<file path="src/rtl/ci1d_pkg.sv">
// ----------------------------------------------------------------------------
// ci1d_pkg: shared types and constants
// Field widths, store depth and register indexes of the 1-D cubic interpolator.
// ----------------------------------------------------------------------------
package ci1d_pkg;

   localparam int MaxSamples = 1024;
   localparam int AddrW      = $clog2(MaxSamples);
   localparam int CntW       = AddrW + 1;
   localparam int EntryW     = 33;

   localparam logic [1:0] REG_T_MIN    = 2'd0;
   localparam logic [1:0] REG_INV_STEP = 2'd1;
   localparam logic [1:0] REG_COUNT    = 2'd2;

   localparam logic KIND_LOAD  = 1'b0;
   localparam logic KIND_QUERY = 1'b1;

   // query stage data after position map
   typedef struct packed {
      logic             qok;
      logic [15:0]      frac;
      logic [AddrW-1:0] k0;
      logic [AddrW-1:0] k1;
      logic [AddrW-1:0] k2;
      logic [AddrW-1:0] k3;
   } pos_type;

   // saturate a signed value to 32 bits
   function automatic logic [31:0] sat32(input logic signed [39:0] v);
      logic [31:0] r;
      if (v > 40'sd2147483647) r = 32'h7FFF_FFFF;
      else if (v < -40'sd2147483648) r = 32'h8000_0000;
      else r = v[31:0];
      return r;
   endfunction

endpackage

</file>
<file path="src/rtl/ci1d_posmap.sv">
// ----------------------------------------------------------------------------
// ci1d_posmap: query position map
// Two stages: difference times inv_step, then clamp and split to indexes.
// ----------------------------------------------------------------------------
module ci1d_posmap (
   input  logic                    clock,
   input  logic                    reset,
   input  logic                    en,
   input  logic                    in_vld,
   input  logic [31:0]             query_t,
   input  logic                    query_ok,
   input  logic [31:0]             t_min,
   input  logic [31:0]             inv_step,
   input  logic [ci1d_pkg::CntW-1:0] count,
   output logic                    out_vld,
   output ci1d_pkg::pos_type       out_pos
);
   import ci1d_pkg::*;

   logic        v1_ff, v1_in;
   logic        neg_ff, neg_in;
   logic        qok_ff;
   logic [63:0] prod_ff, prod_in;
   logic [CntW-1:0] n_ff, n_in;
   logic        v2_ff;
   pos_type     pos_ff, pos_in;

   logic signed [32:0] d;
   logic [32:0]        mag;

   always_comb begin
      d       = $signed({query_t[31], query_t}) - $signed({t_min[31], t_min});
      neg_in  = d[32];
      mag     = d[32] ? 33'(-d) : 33'(d);
      prod_in = 64'(mag) * 64'(inv_step);
      v1_in   = in_vld;
      if (count == '0) n_in = CntW'(1);
      else if (count > CntW'(MaxSamples)) n_in = CntW'(MaxSamples);
      else n_in = count;
   end

   always_ff @(posedge clock) begin
      if (reset) begin
         v1_ff <= 1'b0;
         v2_ff <= 1'b0;
      end else if (en) begin
         v1_ff <= v1_in;
         v2_ff <= v1_ff;
      end
   end

   always_ff @(posedge clock) begin
      if (en) begin
         neg_ff  <= neg_in;
         prod_ff <= prod_in;
         qok_ff  <= query_ok;
         n_ff    <= n_in;
         pos_ff  <= pos_in;
      end
   end

   logic [63:0] three, top, pos;
   logic [CntW+1:0] ix;
   logic [CntW+1:0] kk [4];

   always_comb begin
      three = 64'd3 << 32;
      top   = 64'(n_ff + CntW'(5)) << 32;
      if (neg_ff) pos = (prod_ff >= three) ? 64'd0 : three - prod_ff;
      else        pos = (prod_ff >= top - three) ? top : prod_ff + three;
      ix = pos[32+CntW+1:32];
      pos_in.qok  = qok_ff;
      pos_in.frac = pos[31:16];
      for (int j = 0; j < 4; j++) begin
         if (ix + (CntW+2)'(j) < (CntW+2)'(4)) kk[j] = '0;
         else kk[j] = ix + (CntW+2)'(j) - (CntW+2)'(4);
         if (kk[j] > (CntW+2)'(n_ff) - (CntW+2)'(1)) kk[j] = (CntW+2)'(n_ff) - (CntW+2)'(1);
      end
      pos_in.k0 = kk[0][AddrW-1:0];
      pos_in.k1 = kk[1][AddrW-1:0];
      pos_in.k2 = kk[2][AddrW-1:0];
      pos_in.k3 = kk[3][AddrW-1:0];
   end

   assign out_vld = v2_ff;
   assign out_pos = pos_ff;
endmodule

</file>
<file path="config.mk">
export PLATFORM = sky130hd
export DESIGN_NAME = ci1d_posmap
export DESIGN_NICKNAME = d
export VERILOG_FILES = /design/src/rtl/ci1d_pkg.sv /design/src/rtl/ci1d_posmap.sv
export SDC_FILE = /design/constraint.sdc
export NUM_CORES = 2
export LEC_CHECK = 0
export ABC_AREA = 1
export BUFFER_PORTS_ARGS = -buffer_cell sky130_fd_sc_hd__buf_4
export CORE_MARGIN = 4
export CORE_UTILIZATION = 50
export DETAILED_ROUTE_END_ITERATION = 10
export PLACE_DENSITY = 0.7
export REMOVE_ABC_BUFFERS = 1
export SYNTH_ARGS = -nofsm -noshare
export SYNTH_HDL_FRONTEND = slang
export SYNTH_SLANG_ARGS = --single-unit
</file>
<file path="constraint.sdc">
create_clock -name clock -period 9.91 [get_ports clock]
set_clock_uncertainty 0.2 [all_clocks]
set_input_delay 0.4955 -clock clock [delete_from_list [all_inputs] [get_ports clock]]
set_output_delay 0.4955 -clock clock [all_outputs]
set_load 0.05 [all_outputs]
</file>
# Yosys cells after proc, flatten, opt, wreduce, memory -nomap -nowiden

Index checks and enable logic that the tools add are counted.

Input bits: 112
Logic and storage cells: 54
Bits in registers: 136

Muxes and demuxes: 13
Reduce and logical (&&, ||, !) cells: 2
Add/sub/neg operators: 14
$lt $le $gt $ge: 11
Multipliers: 1

Operator list:

| kind                                                  | count |
|---|---|
| 2-to-1 mux 45 bit                                     | 3 |
| >= comparator 64 x 34 -> 1 bit, second input constant | 1 |
| >= comparator 64 bit                                  | 1 |
| multiplier 33 x 32 -> 64 bit                          | 1 |
| > comparator 13 bit                                   | 4 |
| < comparator 13 x 3 -> 1 bit, second input constant   | 4 |
| 2-to-1 mux 13 bit                                     | 4 |
| subtractor 13 x 3 -> 13 bit, second input constant    | 4 |
| adder 45 x 34 -> 45 bit, second input constant        | 1 |
| subtractor 34 x 45 -> 45 bit, first input constant    | 1 |
| subtractor 44 x 34 -> 45 bit, second input constant   | 1 |
| 2-to-1 mux 10 bit                                     | 4 |
| 2-to-1 mux 33 bit                                     | 1 |
| negation 33 bit                                       | 1 |
| subtractor 32 x 32 -> 33 bit                          | 1 |
| adder 13 x 2 -> 13 bit, second input constant         | 2 |
| adder 13 x 1 -> 13 bit, second input constant         | 1 |
| adder 11 x 3 -> 12 bit, second input constant         | 1 |
| subtractor 11 x 1 -> 12 bit, second input constant    | 1 |
| > comparator 11 bit, second input constant            | 1 |
| zero test 11 bit                                      | 1 |
| 2-to-1 mux 11 bit                                     | 1 |
| OR reduction 2 bit                                    | 1 |

# Longest topological paths before layout

Depth after elaboration: 10
Depth in mapped cells: 53
Depth with buffers taken out: 52

# Worst setup path after synthesis

Ideal clock, no wire load.

Path type: input to register
Start point: in query_t[0]
End point: reg prod_ff[63] (data pin)
Stages on the path: 46
Required time: 9.458 ns
Setup time: 0.252 ns
Path buffers: 3
Arrival: 9.207 ns
Setup slack: 0.250 ns
Path through: inv_1 > ha_1 > fa_1 > o21ai_2 > nand3_1 > nand3_1 > nand3_1 > nand3_1 > a21oi_1 > or2_0 > and2_1 > buf_2 > buf_1 > o21ai_0 > nand2_2 > inv_1 > buf_2 > nand2_1 > [... 10 more ...] > inv_1 > fa_1 > inv_1 > ha_1 > nand2_1 > nor2_1 > inv_1 > nor4_1 > o21ai_0 > nand3_1 > nand2_1 > o211ai_1 > a21oi_1 > inv_1 > nand3_1 > nand2_1 > nand3b_1 > nand2_1

Word-level cells in the longest chain between the ends: 4

Ends and longest elaborated chain:

| what                             | RTL line          | text |
|---|---|---|
| start: declaration               | ci1d_posmap.sv:10 | `input logic [31:0] query_t,` |
| subtractor 32 x 32 -> 33 bit (*) | ci1d_posmap.sv:32 | `d = $signed({query_t[31], query_t}) - $signed({t_min[31], t_min});` |
| negation 33 bit                  | ci1d_posmap.sv:34 | `mag = d[32] ? 33'(-d) : 33'(d);` |
| 2-to-1 mux 33 bit (*)            | ci1d_posmap.sv:34 |  |
| multiplier 33 x 32 -> 64 bit (*) | ci1d_posmap.sv:35 | `prod_in = 64'(mag) * 64'(inv_step);` |
| net prod_in[63]                  | ci1d_posmap.sv:23 | `logic [63:0] prod_ff, prod_in;` |
| end signal: assignment           | ci1d_posmap.sv:55 | `prod_ff <= prod_in;` |
| end: declaration                 | ci1d_posmap.sv:23 |  |

The timed path passes the listed nets; every way through them passes the cells marked *.
A chain may end at the register's enable or synchronous reset.

# Worst setup path after layout

Start point: in query_t[0]
End point: reg prod_ff[59] (data pin)

Same word-level chain as after synthesis.

==> impl_metrics.yaml <==
setup_path:
  critical_path.startpoint_type: "input port"
  r2r-start: "n_ff[0]$_SDFFCE_PP1P_"
  worst-r2r-setup-slack_ns: 1.02
  criticalPathCategory: "input port to register"
  slowest_delay_ns: 0.62
  r2r-end: "out_pos[2]$_DFFE_PP_"
  ff2ff_path_depth: 43
  worstPathRequired_ns: 9.90
  cp_slowest_cell: "sky130_fd_sc_hd__fa_2"
  worst_setup_path_end_kind: "register"
  timing.critical_path.arrival_ns: 9.71
  critical_path.most_common_cell: "sky130_fd_sc_hd__inv_1"
  worstPathMaxFanout: 7
final_layout:
  fin_nets: 7970
  postLayoutCoreUtil: 0.596
  design_area_mm2: 0.0559
  areaGrowthSynthToFinish_pct: 17.8
  post_route_cells_drive_above_1_share: 0.177
  antenna_cells: 0
route:
  detail_route.first_pass.iterations: 6
  route.detailed.vias_per_inst: 5.44
  drt-total-wl_um: 157000
  wl_per_cell_um: 20.1
  num_vias: 42487
  drt.antenna.violating_nets: 0
  drc_errors: 0
  initial_drc_count: 3743
clock_tree:
  clock_tree_from_tritoncts: "yes"
  clock_tree.buffer_depth: 2
  clk_root_buffer_cell: "sky130_fd_sc_hd__clkbuf_16"
  clock_insertion_delay_worst_skew_ns: 0.45
  cts_max_level: 4
  path_clk_slew_ns: 0.06
  cts_num_sinks: 136
  number_of_buffers_created_by_cts: 17
grt:
  grtUsageTotal: 0.319
  initial_antenna_violation_count: 0
  via_count_of_the_first_global_routing_pass: 44426
  grt_pass1_wl_um: 244000
  globalRoute.totalOverflow: 0
  grt_max_degree: 72
die:
  chipWidth_um: 316
  design.core.area_mm2: 0.0937
  fp-row-count: 112
  die_h_um: 316
  initial_utilization: 0.506
  io_pins: 170
  design.die.area_mm2: 0.0998
placement:
  placedInstanceArea_mm2: 0.0538
  place_hpwl_um: 130000
  pre_cts_ws_ns: -0.700
  portbufs: 169
  gpl.final_weighted_congestion: 0.990
synth:
  synth.yosys.seq_area_share: 0.0857
  yosys_warnings: 0
  yosys_register_bits: 136
  syn_area_mm2: 0.0474
  synthArstFlopShare: 0
  number_of_synthesized_flops_with_an_enable_pin: 134
  post_synth_inst_count: 5960
  ys.flop_type: "sky130_fd_sc_hd__edfxtp_1"
  synth_area_per_cell_um2: 7.96
  yosys.cell_types.count: 67
timing:
  report.final.hold_viol_count: 0
  final.min_clock_period_ns: 9.71
  timing.final.max_slew_violations: 0
  unrepaired_setup_endpoints_after_global_routing: "yes"
  worstMarginPinSlew_ns: 1.06
  crit_path_setup_slack_layout_ns: 0.198
  setup-violations-final: 0
  totalNegativeSetupSlack_ns: 0
  final_period_util: 0.980
  max_freq_ghz: 0.103
  max_slew_margin_vs_limit: 0.294
run:
  timing.max_cap.violations: 0
hold_path:
  min_path_type: "input port to register"
  whs_endpoint: "qok_ff$_DFFE_PP_"
  worst_hold_startpoint: "query_ok"
  timing.hold.worst_path_depth: 1
outcome:
  outcome: "completed"
==> timing repair <==
action | CTS | global route
pin swaps | 6 | 134
gates resized for setup | 9 | 282
endpoints found under the hold margin | 2 | 0
buffers inserted | 1 | 36
hold buffers | 1 | 0
endpoints found under the setup margin | 11 | 35
cloned | 0 | 1
==> cell families after synthesis <==
| kind of cell | synth area share |
|---|---|
| AO/OA/AOI/OAI | 0.0489 |
| XOR/XNOR | 0.0276 |
| flip-flops | 0.0857 |
| AND/OR/NAND/NOR | 0.213 |
| buffers and inverters | 0.130 |
| adder cells (fa/ha/maj) | 0.494 |
==> layout make-up <==
cell class / instances / area (um^2)
Multi-Input combinational cell: 4235 / 38200
Fill cell: 8407 / 37900
Timing Repair Buffer: 774 / 6240
Inverter: 1378 / 5200
Sequential cell: 136 / 4060
Tap cell: 1254 / 1570
Clock buffer: 19 / 433
Clock inverter: 13 / 153
==> cell usage after synthesis, types with 5 or more instances <==
master                     number  area [um^2]
sky130_fd_sc_hd__buf_1          5         18.8
sky130_fd_sc_hd__and2_1         5         31.3
sky130_fd_sc_hd__a221oi_1       5         43.8
sky130_fd_sc_hd__o21a_1         9         67.6
sky130_fd_sc_hd__o21ai_1       27          135
sky130_fd_sc_hd__nand2_2       39          244
sky130_fd_sc_hd__a211oi_1       7         52.6
sky130_fd_sc_hd__nand4_1       78          488
sky130_fd_sc_hd__nor2_2        16          100
sky130_fd_sc_hd__o21ai_0      122          611
sky130_fd_sc_hd__inv_1       1333         5000
sky130_fd_sc_hd__nor3_1        31          155
sky130_fd_sc_hd__inv_2         28          105
sky130_fd_sc_hd__nor2_4        20          225
sky130_fd_sc_hd__fa_1         926        18500
sky130_fd_sc_hd__a21oi_1      169          846
sky130_fd_sc_hd__nand2_1     1074         4030
sky130_fd_sc_hd__nor2_1       747         2800
sky130_fd_sc_hd__buf_2         67          335
sky130_fd_sc_hd__nand3_1      286         1430
sky130_fd_sc_hd__a31oi_1       16          100
sky130_fd_sc_hd__o21bai_1       8         60.1
sky130_fd_sc_hd__a21o_1         9         67.6
sky130_fd_sc_hd__clkinv_1      16         60.1
sky130_fd_sc_hd__nor4_1        11         68.8
sky130_fd_sc_hd__nand2_4       12          135
sky130_fd_sc_hd__edfxtp_1     134         4020
sky130_fd_sc_hd__buf_6          9          101
sky130_fd_sc_hd__xnor2_1       36          315
sky130_fd_sc_hd__o31ai_1       13         97.6
sky130_fd_sc_hd__ha_1         390         4880
sky130_fd_sc_hd__buf_4          9         67.6
sky130_fd_sc_hd__clkbuf_1     118          443
sky130_fd_sc_hd__nand3b_1       8         60.1
sky130_fd_sc_hd__xor2_1       106          928
sky130_fd_sc_hd__nand3_2        8         80.1
==> worst max-delay path by stage <==
stage / start / endpoint / slack (ns)
6_report: query_t[0] / prod_ff[59]$_DFFE_PP_ / 0.20
5_1_grt: query_t[0] / prod_ff[63]$_DFFE_PP_ / -0.32
4_1_cts: query_t[0] / prod_ff[63]$_DFFE_PP_ / -0.002
3_5_place_dp: query_t[0] / prod_ff[63]$_DFFE_PP_ / -0.70
3_3_place_gp: query_t[0] / prod_ff[63]$_DFFE_PP_ / -0.63
2_1_floorplan: query_t[0] / prod_ff[63]$_DFFE_PP_ / -0.49
==> layer usage <==
layer  global-route usage  vias up  part of all wire
met5                    0        -                 0
met4                0.176        0             0.069
met3               0.0627      539             0.090
met2                0.526     2001              0.47
met1                0.396    20844              0.37
li1                     -    19103                 -
==> placed cells by master (no fill, tap or decap), types with 19 or more instances in the layout <==
cell type,instances
sky130_fd_sc_hd__inv_2,39
sky130_fd_sc_hd__nand4_1,78
sky130_fd_sc_hd__o21ai_1,38
sky130_fd_sc_hd__inv_1,1315
sky130_fd_sc_hd__nand3_1,275
sky130_fd_sc_hd__a21oi_2,27
sky130_fd_sc_hd__nor2_4,25
sky130_fd_sc_hd__a21oi_1,142
sky130_fd_sc_hd__xnor2_1,33
sky130_fd_sc_hd__nor2_1,700
sky130_fd_sc_hd__ha_1,372
sky130_fd_sc_hd__buf_4,730
sky130_fd_sc_hd__fa_1,900
sky130_fd_sc_hd__xor2_1,99
sky130_fd_sc_hd__nand2_2,57
sky130_fd_sc_hd__buf_12,28
sky130_fd_sc_hd__nand3_2,19
sky130_fd_sc_hd__edfxtp_1,134
sky130_fd_sc_hd__nand2_1,1049
sky130_fd_sc_hd__o21ai_0,102
sky130_fd_sc_hd__nor2_2,58
sky130_fd_sc_hd__fa_2,26
sky130_fd_sc_hd__nor3_1,31
==> metrics by stage <==
step | std cells | hold slack [ns]
finish | 7809 | 0.0240
global route | 7809 | 0.0101
detailed placement | 7738 | 0.217
global placement | 7738 | 0.208
floorplan | 5749 | 0.200
CTS | 7772 | 0.00459
==> state kept, by name, indices dropped and copies added (netlist names) <==
register / count
out_pos: 57
qok_ff: 1
neg_ff: 1
out_vld: 1
n_ff: 11
v1_ff: 1
prod_ff: 64
==> critical path: cells and delay by family <==
| family | cells | cell delay [ns] |
|---|---|---|
| fa+ha+maj | 11 | 4.92 |
| buf+inv | 15 | 1.44 |
| compound gates | 9 | 1.21 |
| simple gates | 9 | 1.12 |
| xor+xnor | 3 | 0.50 |
Power is left out: the tool's default activity adds up to more than one toggle a clock period on the data nets, which glitch-free logic cannot reach.
